`src/design/tfc_pkg.sv`:
```
package tfc_pkg;

    // Field widths fixed by the interface.
    localparam int SAMPLE_W    = 16;
    localparam int COLOR_W     = 8;
    localparam int STAT_W      = 17;
    localparam int POS_W       = 10;
    localparam int DIM_CFG_W   = 11;
    localparam int TEMP_W      = 16;
    localparam int RANGE_W     = 15;
    localparam int CFG_W       = 16;
    localparam int CFG_IDX_W   = 2;

    // Internal arithmetic widths.
    localparam int SUM_W       = 40;
    localparam int DIFF_W      = 18;
    localparam int SC_FRAC_BITS = 10;
    localparam int SC_W        = SC_FRAC_BITS + 1;
    localparam int PROD_TEN_W  = 32;

    // Raw sample offset: the sensor adds 1000 tenths of a degree.
    localparam logic signed [STAT_W-1:0] RAW_OFFSET = 17'sd1000;

    // Truncating divide by ten as a reciprocal multiply, exact below 2^18.
    localparam logic [SAMPLE_W-1:0] RECIP_TEN   = 16'd52429;
    localparam int                  RECIP_SHIFT = 19;

    // Palette breakpoints on the mirrored scale m = 1024 - scaled.
    localparam logic [SC_W-1:0] SC_FULL     = 11'd1024;
    localparam logic [SC_W-1:0] PAL_KNEE_1  = 11'd256;
    localparam logic [SC_W-1:0] PAL_KNEE_2  = 11'd512;
    localparam logic [SC_W-1:0] PAL_KNEE_3  = 11'd640;
    localparam logic [SC_W-1:0] PAL_KNEE_4  = 11'd896;
    localparam logic [SC_W-1:0] PAL_SAT     = 11'd255;
    localparam logic [COLOR_W-1:0] COLOR_MAX = 8'd255;
    localparam logic [COLOR_W-1:0] BLUE_MID  = 8'd128;

    // Register reset values.
    localparam logic [DIM_CFG_W-1:0] WIDTH_RESET  = 11'd160;
    localparam logic [DIM_CFG_W-1:0] HEIGHT_RESET = 11'd120;
    localparam logic [TEMP_W-1:0]    TMIN_RESET   = 16'd0;
    localparam logic [RANGE_W-1:0]   RANGE_RESET  = 15'd100;

    // Configuration register indexes.
    typedef enum logic [CFG_IDX_W-1:0] {
        REG_FRAME_WIDTH  = 2'd0,
        REG_FRAME_HEIGHT = 2'd1,
        REG_TEMP_MIN     = 2'd2,
        REG_TEMP_RANGE   = 2'd3
    } cfg_reg_t;

    // Commands from the controller to the datapath.
    typedef struct packed {
        logic accept;
        logic mul_load;
        logic diff_load;
        logic sc_sat;
        logic pdiv_start;
        logic sc_from_div;
        logic adiv_start;
        logic out_load;
    } cmd_t;

    // Status from the datapath to the controller.
    typedef struct packed {
        logic sc_direct;
        logic fend;
        logic div_idle;
        logic out_free;
    } status_t;

endpackage

```
`src/design/tfc_divider.sv`:
```
module tfc_divider #(
    parameter int DVD_W  = 40,
    parameter int DVS_W  = 22,
    parameter int STEP_W = 6
) (
    input  logic              clk,
    input  logic              rst_n,
    input  logic              start,
    input  logic [DVS_W-1:0]  rem_init,
    input  logic [DVD_W-1:0]  dvd_init,
    input  logic [DVS_W-1:0]  divisor,
    input  logic [STEP_W-1:0] steps,
    output logic              busy,
    output logic [DVD_W-1:0]  quotient
);

    logic [STEP_W-1:0] step_reg;
    logic [STEP_W-1:0] step_next;
    logic [DVS_W-1:0]  rem_reg;
    logic [DVS_W-1:0]  rem_next;
    logic [DVD_W-1:0]  quo_reg;
    logic [DVD_W-1:0]  quo_next;
    logic [DVS_W-1:0]  dvs_reg;
    logic [DVS_W:0]    trial;
    logic [DVS_W+1:0]  trial_diff;
    logic              fits;

    assign busy     = (step_reg != '0);
    assign quotient = quo_reg;

    // One restoring step: shift in the next dividend bit and try to subtract.
    always_comb
    begin
        trial      = {rem_reg, quo_reg[DVD_W-1]};
        trial_diff = {1'b0, trial} - {2'b00, dvs_reg};
        fits       = ~trial_diff[DVS_W+1];
        rem_next   = fits ? trial_diff[DVS_W-1:0] : trial[DVS_W-1:0];
        quo_next   = {quo_reg[DVD_W-2:0], fits};
        step_next  = step_reg - STEP_W'(1);
    end

    // Step counter is control state.
    always_ff @(posedge clk or negedge rst_n)
    begin
        if (!rst_n)
        begin
            step_reg <= '0;
        end
        else if (start)
        begin
            step_reg <= steps;
        end
        else if (busy)
        begin
            step_reg <= step_next;
        end
    end

    // Remainder, quotient and divisor registers.
    always_ff @(posedge clk)
    begin
        if (start)
        begin
            rem_reg <= rem_init;
            quo_reg <= dvd_init;
            dvs_reg <= divisor;
        end
        else if (busy)
        begin
            rem_reg <= rem_next;
            quo_reg <= quo_next;
        end
    end

endmodule

```
`src/design/tfc_ctrl.sv`:
```
module tfc_ctrl (
    input  logic             clk,
    input  logic             rst_n,
    input  logic             in_valid,
    output logic             in_stall,
    input  tfc_pkg::status_t status,
    output tfc_pkg::cmd_t    cmd
);
    import tfc_pkg::*;

    typedef enum logic [7:0] {
        ST_IDLE   = 8'b0000_0001,
        ST_MUL    = 8'b0000_0010,
        ST_DIFF   = 8'b0000_0100,
        ST_SCALE  = 8'b0000_1000,
        ST_PDIV   = 8'b0001_0000,
        ST_ASTART = 8'b0010_0000,
        ST_ADIV   = 8'b0100_0000,
        ST_OUT    = 8'b1000_0000
    } state_t;

    state_t state_reg;
    state_t state_next;

    // Only one pixel is in flight; new transactions wait for idle.
    assign in_stall = (state_reg != ST_IDLE);

    // Sequencing of one pixel through the datapath.
    always_comb
    begin
        state_next = state_reg;
        cmd        = '0;
        case (state_reg)
            ST_IDLE:
            begin
                if (in_valid)
                begin
                    cmd.accept = 1'b1;
                    state_next = ST_MUL;
                end
            end
            ST_MUL:
            begin
                cmd.mul_load = 1'b1;
                state_next   = ST_DIFF;
            end
            ST_DIFF:
            begin
                cmd.diff_load = 1'b1;
                state_next    = ST_SCALE;
            end
            ST_SCALE:
            begin
                if (status.sc_direct)
                begin
                    cmd.sc_sat = 1'b1;
                    state_next = status.fend ? ST_ASTART : ST_OUT;
                end
                else
                begin
                    cmd.pdiv_start = 1'b1;
                    state_next     = ST_PDIV;
                end
            end
            ST_PDIV:
            begin
                if (status.div_idle)
                begin
                    cmd.sc_from_div = 1'b1;
                    state_next      = status.fend ? ST_ASTART : ST_OUT;
                end
            end
            ST_ASTART:
            begin
                cmd.adiv_start = 1'b1;
                state_next     = ST_ADIV;
            end
            ST_ADIV:
            begin
                if (status.div_idle)
                begin
                    state_next = ST_OUT;
                end
            end
            ST_OUT:
            begin
                if (status.out_free)
                begin
                    cmd.out_load = 1'b1;
                    state_next   = ST_IDLE;
                end
            end
            default:
            begin
                state_next = ST_IDLE;
            end
        endcase
    end

    always_ff @(posedge clk or negedge rst_n)
    begin
        if (!rst_n)
        begin
            state_reg <= ST_IDLE;
        end
        else
        begin
            state_reg <= state_next;
        end
    end

endmodule

```
`src/design/tfc_datapath.sv`:
```
module tfc_datapath #(
    parameter int MAX_DIM     = 1024,
    parameter int SAMPLE_BITS = 16
) (
    input  logic                                 clk,
    input  logic                                 rst_n,
    input  logic                                 cfg_write,
    input  logic [tfc_pkg::CFG_IDX_W-1:0]        cfg_index,
    input  logic [tfc_pkg::CFG_W-1:0]            cfg_data,
    input  logic signed [tfc_pkg::SAMPLE_W-1:0]  sample,
    input  logic                                 out_stall,
    input  tfc_pkg::cmd_t                        cmd,
    output tfc_pkg::status_t                     status,
    output logic                                 out_valid,
    output logic [tfc_pkg::COLOR_W-1:0]          blue,
    output logic [tfc_pkg::COLOR_W-1:0]          green,
    output logic [tfc_pkg::COLOR_W-1:0]          red,
    output logic                                 frame_end,
    output logic signed [tfc_pkg::STAT_W-1:0]    max_tenths,
    output logic [tfc_pkg::POS_W-1:0]            max_column,
    output logic [tfc_pkg::POS_W-1:0]            max_row,
    output logic signed [tfc_pkg::STAT_W-1:0]    average_tenths
);
    import tfc_pkg::*;

    localparam int CNT_W  = $clog2(MAX_DIM);
    localparam int DIM_W  = $clog2(MAX_DIM + 1);
    localparam int CMP_W  = (DIM_W > DIM_CFG_W) ? DIM_W : DIM_CFG_W;
    localparam int PROD_W = 2 * DIM_W;
    localparam int DVS_W  = (PROD_W > RANGE_W) ? PROD_W : RANGE_W;
    localparam int STEP_W = $clog2(SUM_W + 1);
    localparam int SHIFT  = SAMPLE_W - SAMPLE_BITS;

    typedef struct packed {
        logic [COLOR_W-1:0] blue;
        logic [COLOR_W-1:0] green;
        logic [COLOR_W-1:0] red;
    } pixel_t;

    // Five-segment false-color palette on the mirrored scale.
    function automatic pixel_t palette(input logic [SC_W-1:0] sc);
        logic [SC_W-1:0] m;
        logic [SC_W-1:0] t;
        pixel_t          px;
        begin
            m  = SC_FULL - sc;
            px = '0;
            if (m < PAL_KNEE_1)
            begin
                t        = PAL_SAT - m;
                px.blue  = t[COLOR_W-1:0];
                px.green = COLOR_MAX;
                px.red   = COLOR_MAX;
            end
            else if (m < PAL_KNEE_2)
            begin
                t        = PAL_KNEE_2 - m;
                px.green = t[COLOR_W-1:0];
                px.red   = COLOR_MAX;
            end
            else if (m < PAL_KNEE_3)
            begin
                t       = m - PAL_KNEE_2;
                px.blue = t[COLOR_W-1:0];
                px.red  = COLOR_MAX;
            end
            else if (m < PAL_KNEE_4)
            begin
                t       = PAL_KNEE_4 - m;
                px.blue = BLUE_MID;
                px.red  = (t > PAL_SAT) ? COLOR_MAX : t[COLOR_W-1:0];
            end
            else
            begin
                t       = SC_FULL - m;
                px.blue = t[COLOR_W-1:0];
            end
            return px;
        end
    endfunction

    // Configuration registers.
    logic [DIM_CFG_W-1:0]     frame_width_reg;
    logic [DIM_CFG_W-1:0]     frame_height_reg;
    logic signed [TEMP_W-1:0] temp_min_reg;
    logic [RANGE_W-1:0]       temp_range_reg;

    // Raster position and frame statistics.
    logic [CNT_W-1:0]           col_reg;
    logic [CNT_W-1:0]           row_reg;
    logic signed [SAMPLE_W-1:0] max_reg;
    logic [CNT_W-1:0]           max_col_reg;
    logic [CNT_W-1:0]           max_row_reg;
    logic signed [SUM_W-1:0]    sum_reg;

    // Per-pixel working registers.
    logic signed [SAMPLE_W-1:0] samp_reg;
    logic                       fend_reg;
    logic [PROD_TEN_W-1:0]      prod_reg;
    logic                       off_neg_reg;
    logic signed [DIFF_W-1:0]   diff_reg;
    logic [SC_W-1:0]            sc_reg;

    // Output register.
    logic                       out_valid_reg;
    pixel_t                     pix_reg;
    logic                       frame_end_reg;
    logic signed [STAT_W-1:0]   max_tenths_reg;
    logic [POS_W-1:0]           max_column_reg;
    logic [POS_W-1:0]           max_row_out_reg;
    logic signed [STAT_W-1:0]   average_reg;

    logic [CMP_W-1:0]           fw_ext;
    logic [CMP_W-1:0]           fh_ext;
    logic [DIM_W-1:0]           width_eff;
    logic [DIM_W-1:0]           height_eff;
    logic                       last_col;
    logic                       last_row;
    logic                       frame_start;
    logic signed [SAMPLE_W-1:0] smp_shl;
    logic signed [SAMPLE_W-1:0] smp;
    logic signed [STAT_W-1:0]   off_in;
    logic signed [SUM_W-1:0]    off_sum;
    logic signed [STAT_W-1:0]   off_s;
    logic [STAT_W-1:0]          off_mag;
    logic [DIFF_W-1:0]          deg_mag;
    logic signed [DIFF_W-1:0]   deg_v;
    logic signed [DIFF_W-1:0]   tmin_ext;
    logic [RANGE_W-1:0]         range_eff;
    logic                       sc_zero;
    logic                       sc_full;
    logic                       sum_neg;
    logic [SUM_W-1:0]           sum_mag;
    logic [PROD_W-1:0]          dim_prod;
    logic                       div_start;
    logic [DVS_W-1:0]           div_rem;
    logic [SUM_W-1:0]           div_dvd;
    logic [DVS_W-1:0]           div_dvs;
    logic [STEP_W-1:0]          div_steps;
    logic                       div_busy;
    logic [SUM_W-1:0]           div_quo;
    logic [STAT_W-1:0]          avg_mag;
    logic                       out_free;

    // Configuration writes.
    always_ff @(posedge clk or negedge rst_n)
    begin
        if (!rst_n)
        begin
            frame_width_reg  <= WIDTH_RESET;
            frame_height_reg <= HEIGHT_RESET;
            temp_min_reg     <= TMIN_RESET;
            temp_range_reg   <= RANGE_RESET;
        end
        else if (cfg_write)
        begin
            case (cfg_reg_t'(cfg_index))
                REG_FRAME_WIDTH:  frame_width_reg  <= cfg_data[DIM_CFG_W-1:0];
                REG_FRAME_HEIGHT: frame_height_reg <= cfg_data[DIM_CFG_W-1:0];
                REG_TEMP_MIN:     temp_min_reg     <= cfg_data;
                REG_TEMP_RANGE:   temp_range_reg   <= cfg_data[RANGE_W-1:0];
                default:          ;
            endcase
        end
    end

    // Frame dimensions: zero counts as one, oversize counts as the maximum.
    always_comb
    begin
        fw_ext = CMP_W'(frame_width_reg);
        fh_ext = CMP_W'(frame_height_reg);
        if (fw_ext == '0)
            width_eff = DIM_W'(1);
        else if (fw_ext > CMP_W'(MAX_DIM))
            width_eff = DIM_W'(MAX_DIM);
        else
            width_eff = DIM_W'(fw_ext);
        if (fh_ext == '0)
            height_eff = DIM_W'(1);
        else if (fh_ext > CMP_W'(MAX_DIM))
            height_eff = DIM_W'(MAX_DIM);
        else
            height_eff = DIM_W'(fh_ext);
    end

    assign last_col    = (DIM_W'(col_reg) >= (width_eff - DIM_W'(1)));
    assign last_row    = (DIM_W'(row_reg) >= (height_eff - DIM_W'(1)));
    assign frame_start = (col_reg == '0) && (row_reg == '0);

    // Sign extension of the incoming sample from its active width.
    assign smp_shl = sample <<< SHIFT;
    assign smp     = smp_shl >>> SHIFT;
    assign off_in  = $signed({smp[SAMPLE_W-1], smp}) - RAW_OFFSET;
    assign off_sum = {{(SUM_W - STAT_W){off_in[STAT_W-1]}}, off_in};

    // Raster counters advance on every accepted transaction.
    always_ff @(posedge clk or negedge rst_n)
    begin
        if (!rst_n)
        begin
            col_reg <= '0;
            row_reg <= '0;
        end
        else if (cmd.accept)
        begin
            if (last_col)
            begin
                col_reg <= '0;
                row_reg <= last_row ? '0 : (row_reg + CNT_W'(1));
            end
            else
            begin
                col_reg <= col_reg + CNT_W'(1);
            end
        end
    end

    // Hotspot tracking and running sum, restarted at the first pixel.
    always_ff @(posedge clk or negedge rst_n)
    begin
        if (!rst_n)
        begin
            max_reg     <= '0;
            max_col_reg <= '0;
            max_row_reg <= '0;
            sum_reg     <= '0;
        end
        else if (cmd.accept)
        begin
            if (frame_start)
            begin
                max_reg     <= smp;
                max_col_reg <= '0;
                max_row_reg <= '0;
                sum_reg     <= off_sum;
            end
            else
            begin
                if (smp > max_reg)
                begin
                    max_reg     <= smp;
                    max_col_reg <= col_reg;
                    max_row_reg <= row_reg;
                end
                sum_reg <= sum_reg + off_sum;
            end
        end
    end

    // Whole degrees: magnitude divided by ten through a reciprocal multiply.
    assign off_s   = $signed({samp_reg[SAMPLE_W-1], samp_reg}) - RAW_OFFSET;
    assign off_mag = off_s[STAT_W-1] ? STAT_W'(-off_s) : STAT_W'(off_s);
    assign deg_mag = DIFF_W'(prod_reg[PROD_TEN_W-1:RECIP_SHIFT]);
    assign deg_v   = off_neg_reg ? -$signed(deg_mag) : $signed(deg_mag);
    assign tmin_ext = {{(DIFF_W - TEMP_W){temp_min_reg[TEMP_W-1]}}, temp_min_reg};

    always_ff @(posedge clk)
    begin
        if (cmd.accept)
        begin
            samp_reg <= smp;
            fend_reg <= last_col && last_row;
        end
        if (cmd.mul_load)
        begin
            prod_reg    <= off_mag[SAMPLE_W-1:0] * RECIP_TEN;
            off_neg_reg <= off_s[STAT_W-1];
        end
        if (cmd.diff_load)
        begin
            diff_reg <= deg_v - tmin_ext;
        end
    end

    // Scaling: at or below the minimum, or at or above the full range, saturates directly.
    assign range_eff = (temp_range_reg == '0) ? RANGE_W'(1) : temp_range_reg;
    assign sc_zero   = diff_reg[DIFF_W-1] || (diff_reg == '0);
    assign sc_full   = !sc_zero && ($unsigned(diff_reg) >= DIFF_W'(range_eff));

    always_ff @(posedge clk)
    begin
        if (cmd.sc_sat)
        begin
            sc_reg <= sc_zero ? '0 : SC_FULL;
        end
        else if (cmd.sc_from_div)
        begin
            sc_reg <= SC_W'(div_quo[SC_FRAC_BITS-1:0]);
        end
    end

    // Shared divider: scaling fraction, then the frame average.
    assign sum_neg  = sum_reg[SUM_W-1];
    assign sum_mag  = sum_neg ? SUM_W'(-sum_reg) : SUM_W'(sum_reg);
    assign dim_prod = width_eff * height_eff;

    always_comb
    begin
        div_start = cmd.pdiv_start || cmd.adiv_start;
        if (cmd.adiv_start)
        begin
            div_rem   = '0;
            div_dvd   = sum_mag;
            div_dvs   = DVS_W'(dim_prod);
            div_steps = STEP_W'(SUM_W);
        end
        else
        begin
            div_rem   = DVS_W'(diff_reg[RANGE_W-1:0]);
            div_dvd   = '0;
            div_dvs   = DVS_W'(range_eff);
            div_steps = STEP_W'(SC_FRAC_BITS);
        end
    end

    tfc_divider #(
        .DVD_W  (SUM_W),
        .DVS_W  (DVS_W),
        .STEP_W (STEP_W)
    ) u_divider (
        .clk      (clk),
        .rst_n    (rst_n),
        .start    (div_start),
        .rem_init (div_rem),
        .dvd_init (div_dvd),
        .divisor  (div_dvs),
        .steps    (div_steps),
        .busy     (div_busy),
        .quotient (div_quo)
    );

    assign avg_mag = div_quo[STAT_W-1:0];

    // Output register; it frees up in the same cycle its transaction completes.
    assign out_free = !out_valid_reg || !out_stall;

    always_ff @(posedge clk or negedge rst_n)
    begin
        if (!rst_n)
        begin
            out_valid_reg <= 1'b0;
        end
        else if (cmd.out_load)
        begin
            out_valid_reg <= 1'b1;
        end
        else if (!out_stall)
        begin
            out_valid_reg <= 1'b0;
        end
    end

    always_ff @(posedge clk)
    begin
        if (cmd.out_load)
        begin
            pix_reg       <= palette(sc_reg);
            frame_end_reg <= fend_reg;
            if (fend_reg)
            begin
                max_tenths_reg  <= $signed({max_reg[SAMPLE_W-1], max_reg}) - RAW_OFFSET;
                max_column_reg  <= POS_W'(max_col_reg);
                max_row_out_reg <= POS_W'(max_row_reg);
                average_reg     <= sum_neg ? -$signed(avg_mag) : $signed(avg_mag);
            end
            else
            begin
                max_tenths_reg  <= '0;
                max_column_reg  <= '0;
                max_row_out_reg <= '0;
                average_reg     <= '0;
            end
        end
    end

    // Status back to the controller.
    always_comb
    begin
        status.sc_direct = sc_zero || sc_full;
        status.fend      = fend_reg;
        status.div_idle  = !div_busy;
        status.out_free  = out_free;
    end

    assign out_valid      = out_valid_reg;
    assign blue           = pix_reg.blue;
    assign green          = pix_reg.green;
    assign red            = pix_reg.red;
    assign frame_end      = frame_end_reg;
    assign max_tenths     = max_tenths_reg;
    assign max_column     = max_column_reg;
    assign max_row        = max_row_out_reg;
    assign average_tenths = average_reg;

endmodule

```
`src/design/thermal_false_color_frame_top.sv`:
```
// Channel   Direction  Handshake            Payload
// config    in         cfg_write            cfg_index, cfg_data
// input     in         in_valid / in_stall  sample
// output    out        out_valid / out_stall blue, green, red, frame_end, max_tenths,
//                                           max_column, max_row, average_tenths
//
// One pixel is processed at a time. Scaling runs a 10-step division on the shared divider,
// skipped when the scaled value saturates. The last pixel of a frame also runs the 40-step
// average division, which shares the divider.
// Reset is asynchronous and active low; it restores the register defaults and raster position.
// A finished pixel waits in the output register, so a stall on the output holds back the
// pixel that comes after it at its output load, and new input waits until that load.
module thermal_false_color_frame_top #(
    parameter int MAX_DIM     = 1024,
    parameter int SAMPLE_BITS = 16
) (
    input  logic                                 clk,
    input  logic                                 rst_n,
    input  logic                                 cfg_write,
    input  logic [tfc_pkg::CFG_IDX_W-1:0]        cfg_index,
    input  logic [tfc_pkg::CFG_W-1:0]            cfg_data,
    input  logic                                 in_valid,
    output logic                                 in_stall,
    input  logic signed [tfc_pkg::SAMPLE_W-1:0]  sample,
    output logic                                 out_valid,
    input  logic                                 out_stall,
    output logic [tfc_pkg::COLOR_W-1:0]          blue,
    output logic [tfc_pkg::COLOR_W-1:0]          green,
    output logic [tfc_pkg::COLOR_W-1:0]          red,
    output logic                                 frame_end,
    output logic signed [tfc_pkg::STAT_W-1:0]    max_tenths,
    output logic [tfc_pkg::POS_W-1:0]            max_column,
    output logic [tfc_pkg::POS_W-1:0]            max_row,
    output logic signed [tfc_pkg::STAT_W-1:0]    average_tenths
);
    import tfc_pkg::*;

    cmd_t    cmd;
    status_t status;

    // Sequencer.
    tfc_ctrl u_ctrl (
        .clk      (clk),
        .rst_n    (rst_n),
        .in_valid (in_valid),
        .in_stall (in_stall),
        .status   (status),
        .cmd      (cmd)
    );

    // Arithmetic, statistics and output register.
    tfc_datapath #(
        .MAX_DIM     (MAX_DIM),
        .SAMPLE_BITS (SAMPLE_BITS)
    ) u_datapath (
        .clk            (clk),
        .rst_n          (rst_n),
        .cfg_write      (cfg_write),
        .cfg_index      (cfg_index),
        .cfg_data       (cfg_data),
        .sample         (sample),
        .out_stall      (out_stall),
        .cmd            (cmd),
        .status         (status),
        .out_valid      (out_valid),
        .blue           (blue),
        .green          (green),
        .red            (red),
        .frame_end      (frame_end),
        .max_tenths     (max_tenths),
        .max_column     (max_column),
        .max_row        (max_row),
        .average_tenths (average_tenths)
    );

endmodule

```
`config.mk`:
```
export PLATFORM = sky130hd
export DESIGN_NAME = thermal_false_color_frame_top
export DESIGN_NICKNAME = d
export VERILOG_FILES = /design/src/design/tfc_pkg.sv /design/src/design/tfc_divider.sv /design/src/design/tfc_ctrl.sv /design/src/design/tfc_datapath.sv /design/src/design/thermal_false_color_frame_top.sv
export SDC_FILE = /design/constraint.sdc
export NUM_CORES = 1
export LEC_CHECK = 0
export ABC_AREA = 1
export BUFFER_PORTS_ARGS = -buffer_cell sky130_fd_sc_hd__buf_4
export CORE_MARGIN = 4
export CORE_UTILIZATION = 32
export CTS_CLUSTER_SIZE = 14
export DETAILED_ROUTE_END_ITERATION = 10
export PLACE_DENSITY_LB_ADDON = 0.05
export SETUP_SLACK_MARGIN = 0.05
export SYNTH_ARGS = -nofsm -noshare
export SYNTH_HDL_FRONTEND = slang
export SYNTH_SLANG_ARGS = --single-unit
```
`constraint.sdc`:
```
create_clock -name clk -period 7.2 [get_ports clk]
set_input_delay 1.08 -clock clk [delete_from_list [all_inputs] [get_ports clk]]
set_output_delay 1.08 -clock clk [all_outputs]
set_load 0.01 [all_outputs]
```
Yosys cells after proc, flatten, opt, wreduce, memory -nomap -nowiden
Cells that the tools add are included.
{"block": "op_classes", "addsub": 21, "order_cmp": 11, "mul": 2, "n_reduce_logical": 29, "bitwise_logic": 1, "eq_ne": 17, "n_mux": 62}
{"cell": "two-way mux 40 bit", "count": 5}
{"cell": "two-way mux 8 bit", "count": 14}
{"cell": "two-way mux 11 bit", "count": 7}
{"cell": "two-way mux 22 bit", "count": 3}
{"cell": "case mux 8 bit (8 select lines)", "count": 1}
{"cell": "two-way mux 10 bit", "count": 6}
{"cell": "subtractor 16 x 11 -> 17 bit, second input constant", "count": 3}
{"cell": "two-way mux 16 bit", "count": 3}
{"cell": "two-way mux 15 bit", "count": 3}
{"cell": "adder 40 x 17 -> 40 bit", "count": 1}
{"cell": "negator 40 bit", "count": 1}
{"cell": "< comparator 11 x 10 -> 1 bit, second input constant", "count": 3}
{"cell": "multiplier 16 x 16 -> 32 bit, second input constant", "count": 1}
{"cell": "two-way mux 24 bit", "count": 1}
{"cell": "subtractor 23 x 22 -> 24 bit", "count": 1}
{"cell": "greater-or-equal comparator 10 x 11 -> 1 bit", "count": 2}
{"cell": "greater-than comparator 11 bit, second input constant", "count": 2}
{"cell": "zero test 11 bit", "count": 2}
{"cell": "multiplier 11 x 11 -> 22 bit", "count": 1}
{"cell": "subtractor 11 x 1 -> 11 bit, second input constant", "count": 2}
{"cell": "adder 10 x 1 -> 10 bit, second input constant", "count": 2}
{"cell": "zero test 10 bit", "count": 2}
{"cell": "greater-or-equal comparator 18 x 15 -> 1 bit", "count": 1}
{"cell": "zero test 18 bit", "count": 1}
{"cell": "other kinds (42)", "count": 75}
{"block": "word_totals", "output_inout_bits": 81, "register_bits": 406, "inputBits": 39, "word_cells": 174}

Logic depth before layout (Yosys ltp)
{"block": "logic_depth", "word_depth": 9, "depth_mapped": 36, "depth_no_buf": 36}

Cells and area by module
A second synthesis with hierarchy kept.
{"block": "unflattened", "cells_unflattened": 4685, "hier_area_um2": 35522.8}
{"module": "tfc_datapath", "area_each_um2": 29216.8, "seq_area_each_um2": 7938.9, "n_inst": 1, "cells_each": 3846}
{"module": "tfc_divider", "area_each_um2": 5657.9, "seq_area_each_um2": 2672.6, "n_inst": 1, "cells_each": 752}
{"module": "tfc_ctrl", "area_each_um2": 648.1, "seq_area_each_um2": 201.4, "n_inst": 1, "cells_each": 87}

Worst setup path after synthesis
OpenSTA, ideal clock, no wires.
{"block": "synth_timing", "path_type": "reg-to-reg", "startpoint": "register u_datapath.samp_reg[3]", "endpoint": "register u_datapath.prod_reg[28] (data pin)", "synth_period_minus_slack_ns": 6.401, "path_stages_with_launch": 32, "arrival_time_ns": 6.149, "setup_time_ns": 0.252, "t_required_ns": 6.948, "slack_ns": 0.799, "path_buffers": 0, "cell_sequence": "edfxtp_1 > inv_1 > ha_1 > inv_1 > nand2_1 > o21ai_0 > inv_1 > nor2_1 > nand3_1 > nor2_1 > a21oi_1 > xor2_1 > inv_1 > ha_1 > ha_1 > inv_1 > fa_1 > inv_1 > fa_1 > fa_1 > inv_1 > fa_1 > inv_1 > ha_1 > a21oi_1 > o21ai_0 > a31oi_1 > nor2_1 > a211oi_1 > nand2_1 > nand2_1 > nand2_1"}
{"block": "synth_between", "elab_chain_len": 4}
{"element": "start: declaration", "line": "tfc_datapath.sv:97", "source": "logic signed [SAMPLE_W-1:0] samp_reg;"}
{"element": "start signal: assignment", "line": "tfc_datapath.sv:261", "source": "samp_reg <= smp;"}
{"element": "subtractor 16 x 11 -> 17 bit (*)", "line": "tfc_datapath.sv:251", "source": "assign off_s = $signed({samp_reg[SAMPLE_W-1], samp_reg}) - RAW_OFFSET;"}
{"element": "negator 16 bit", "line": "tfc_datapath.sv:252", "source": "assign off_mag = off_s[STAT_W-1] ? STAT_W'(-off_s) : STAT_W'(off_s);"}
{"element": "two-way mux 16 bit (*)", "line": "tfc_datapath.sv:252"}
{"element": "multiplier 16 x 16 -> 32 bit (*)", "line": "tfc_datapath.sv:266", "source": "prod_reg <= off_mag[SAMPLE_W-1:0] * RECIP_TEN;"}
{"element": "end signal: assignment", "line": "tfc_datapath.sv:266"}
{"element": "end: declaration", "line": "tfc_datapath.sv:99", "source": "logic [PROD_TEN_W-1:0] prod_reg;"}
Every way passes the cells marked *; elsewhere a longest branch is shown, timed or not.
A chain may end at the register's enable or synchronous reset.

Final worst setup path
{"block": "layout_timing", "startpoint": "register u_datapath.samp_reg[10]", "endpoint": "register u_datapath.prod_reg[28] (data pin)"}
The elaborated chain is that of the path after synthesis.

==> impl_metrics.json <==
{
  "die_x_microns": 337,
  "dr.pass1.iters": 5,
  "maxSlewHeadroom_pct": 26.1,
  "coreArea_sq_um": 107000,
  "die_h_microns": 337,
  "place_hpwl_microns": 89500,
  "path_clk_slew_ns": 0.06,
  "maxCapViolations": 0,
  "dp_cells": 5951,
  "synth_mux_area_share_pct": 0,
  "layout_common_cells": "nand2_1, inv_1, nor2_1, ha_1, a21oi_1",
  "grt_pass1_vias": 29700,
  "end_kind": "register",
  "timing.fmax_mhz": 148,
  "grt_usage_pct": 19.7,
  "register_area_sq_um": 10800,
  "ys_ff_latch": 387,
  "ys_seq_area_share_pct": 31.2,
  "syn2layout_area_growth_pct": 12.8,
  "cts_buffer_depth": 3,
  "multiInputGateArea_sq_um": 20500,
  "synth_area_per_cell_sq_um": 7.76,
  "worst_hold_slack_ns": 0.469,
  "cts.sinks": 387,
  "synth.top_cells.by_area": "edfxtp_1, ha_1, dfrtp_1",
  "syn_area_sq_um": 34700,
  "diodes": 0,
  "wl_microns": 112000,
  "nets": 5139,
  "drive_above_1_share_pct": 7.82,
  "hold_path_class": "reg -> reg",
  "synth_top_family_by_area": "simple AND/OR/NAND/NOR gates",
  "cts_made_buffers": 50,
  "drc": 0,
  "floorplan.rows": 120,
  "status": "finished clean",
  "synth_largest_area_cell": "edfxtp_1",
  "finalClockSkew_ns": 0.0562,
  "cts_tree": "done",
  "synth_nets": 5008,
  "clkLatencyLatePin_ns": 0.67,
  "n_fill_cell": 11500,
  "crit_type": "reg -> reg",
  "finalSetupViolCount": 0,
  "crit_required_ns": 7.58,
  "final.min_clock_period_ns": 6.76,
  "via_per_inst": 4.83,
  "ys_dominant_reg_cell": "edfxtp_1",
  "grt_max_degree": 88,
  "h-tree-depth": 2,
  "worst_slack_ns": 0.438,
  "synth-async-reset-ratio_pct": 42.4,
  "synth_fa_ha_area_share_pct": 21.4,
  "synthSimpleGateAreaFrac_pct": 23.0,
  "crit_fanout": 14,
  "synth_compound_area_share_pct": 10.8,
  "place_ws_ns": 0.254,
  "worst_pin_slew_ns": 1.11,
  "first_iter_violations": 1656,
  "ios": 120,
  "fin_crit_sh_pct": 93.9,
  "synth_edf_count": 223,
  "wl_per_cell_microns": 18.5,
  "dieArea_sq_um": 114000,
  "antenna_found_initial": 1,
  "yosysTopAreaCellShare_pct": 19.3,
  "cts-root-buf": "clkbuf_16",
  "drv_slew": 0,
  "finalSetupTns_ns": 0,
  "yosysWarningCount": 0,
  "grt_overflow": 0,
  "synth_cell_types": 63,
  "via_count": 29200,
  "numPortBuffers": 119,
  "start_util_pct": 32.3,
  "gp_congestion": 0.884,
  "hold_viol": 0,
  "final_antenna_net_count": 0,
  "grt_pass1_wl_microns": 174000,
  "arrival_ns": 7.14,
  "synth_cells": 4471,
  "fin_cells": 6047,
  "layout_commonest_cell": "nand2_1",
  "synth-xor-area-share_pct": 3.83,
  "start_kind": "register",
  "rsz0062_at_grt": "true"
}
-- logic make-up (layout without fill, tap and decap cells) --
family,Yosys count,count (layout)
DFF,387,387
adders and majority gates,498,498
AOI/OAI and AO/OA,678,678
xor gates and xnor gates,146,146
buffers and inverters,890,1063
and+or+nand+nor,1872,1872
-- stage by stage --
stage,util [%],cell area [sq um]
floorplan,-,34700
global placement,34.7,37300
detailed placement,34.7,37300
CTS,36.4,39100
global route,36.4,39100
finish,36.4,39100
-- area by class of cell --
type | instances | share of cell area, %
repair buffers | 167 | 3.22
clock inverters | 35 | 1.18
flip-flops and latches | 387 | 27.6
inverters | 802 | 7.70
multi-input cells | 3194 | 52.4
well taps | 1403 | 4.49
clock buffers | 59 | 3.34
-- per-layer routing --
layer  track usage, %  up-vias  routed length [microns]
met4             3.87        0                     2030
met5                0        -                        0
met3             2.38      110                     3440
met1             27.4    13900                    53900
li1                 -    14800                        -
met2             33.3      417                    52800
-- Yosys cell counts (all sizes together) (3+ instances only) --
master,n
a211oi,7
a22oi,11
dfstp,10
o21bai,22
nand2,1033
buf,32
a31oi,20
a21o,19
o22ai,13
inv,795
ha,338
o311ai,3
a221oi,4
xnor2,39
clkinv,7
o21a,9
fa,160
or2,15
nor4,29
a21oi,261
a21boi,5
nand3b,14
dfrtp,154
o21ai,280
xor2,107
clkbuf,56
nor2,409
nand4,67
o211ai,6
nand3,227
o31ai,11
nor3,73
edfxtp,223
-- timing repair --
item / CTS / global route
setup buffers: 0 / 2
resized for setup: 0 / 9
endpoints found under the setup margin: 0 / 12
hold endpoints to repair: 0 / 0
hold buffers: 0 / 0
-- final timing paths --
path                                                       start                                    endpoint  slack [ns]  cells after the start
setup / recovery               u_datapath.samp_reg[10]$_DFFE_PP_           u_datapath.prod_reg[28]$_DFFE_PP_        0.44                     27
hold / removal             u_datapath.max_row_reg[2]$_DFFE_PN0P_       u_datapath.max_row_reg[2]$_DFFE_PN0P_        0.47                      2
setup reg to reg               u_datapath.samp_reg[10]$_DFFE_PP_           u_datapath.prod_reg[28]$_DFFE_PP_        0.44                     27
hold reg to reg            u_datapath.max_row_reg[2]$_DFFE_PN0P_       u_datapath.max_row_reg[2]$_DFFE_PN0P_        0.47                      2
max in group asynchronous                                  rst_n  u_datapath.frame_width_reg[10]$_DFFE_PN0P_        5.46                      2
min in group asynchronous                                  rst_n       u_datapath.max_col_reg[0]$_DFFE_PN0P_        0.52                      1
-- critical path, cell delays in order, from the launching register on --
cell and delay (ns):
edfxtp_1 0.41, inv_1 0.11, nand2_1 0.09, nor2_1 0.25, nand3_2 0.16, nand2_4 0.17
nand2_1 0.08, xor2_1 0.29, inv_1 0.18, ha_1 0.39, ha_1 0.35, xor2_1 0.17
fa_1 0.52, fa_1 0.52, fa_1 0.61, inv_1 0.08, fa_1 0.54, inv_1 0.04
ha_1 0.36, a21oi_1 0.20, a21boi_0 0.20, inv_1 0.09, a31oi_2 0.17, nor2_1 0.06
a211oi_1 0.23, nand2_1 0.09, nand2_1 0.06, nand2_1 0.05
Power is left out: the tool's default activity adds up to more than one toggle a clock period on the data nets, which glitch-free logic cannot reach.
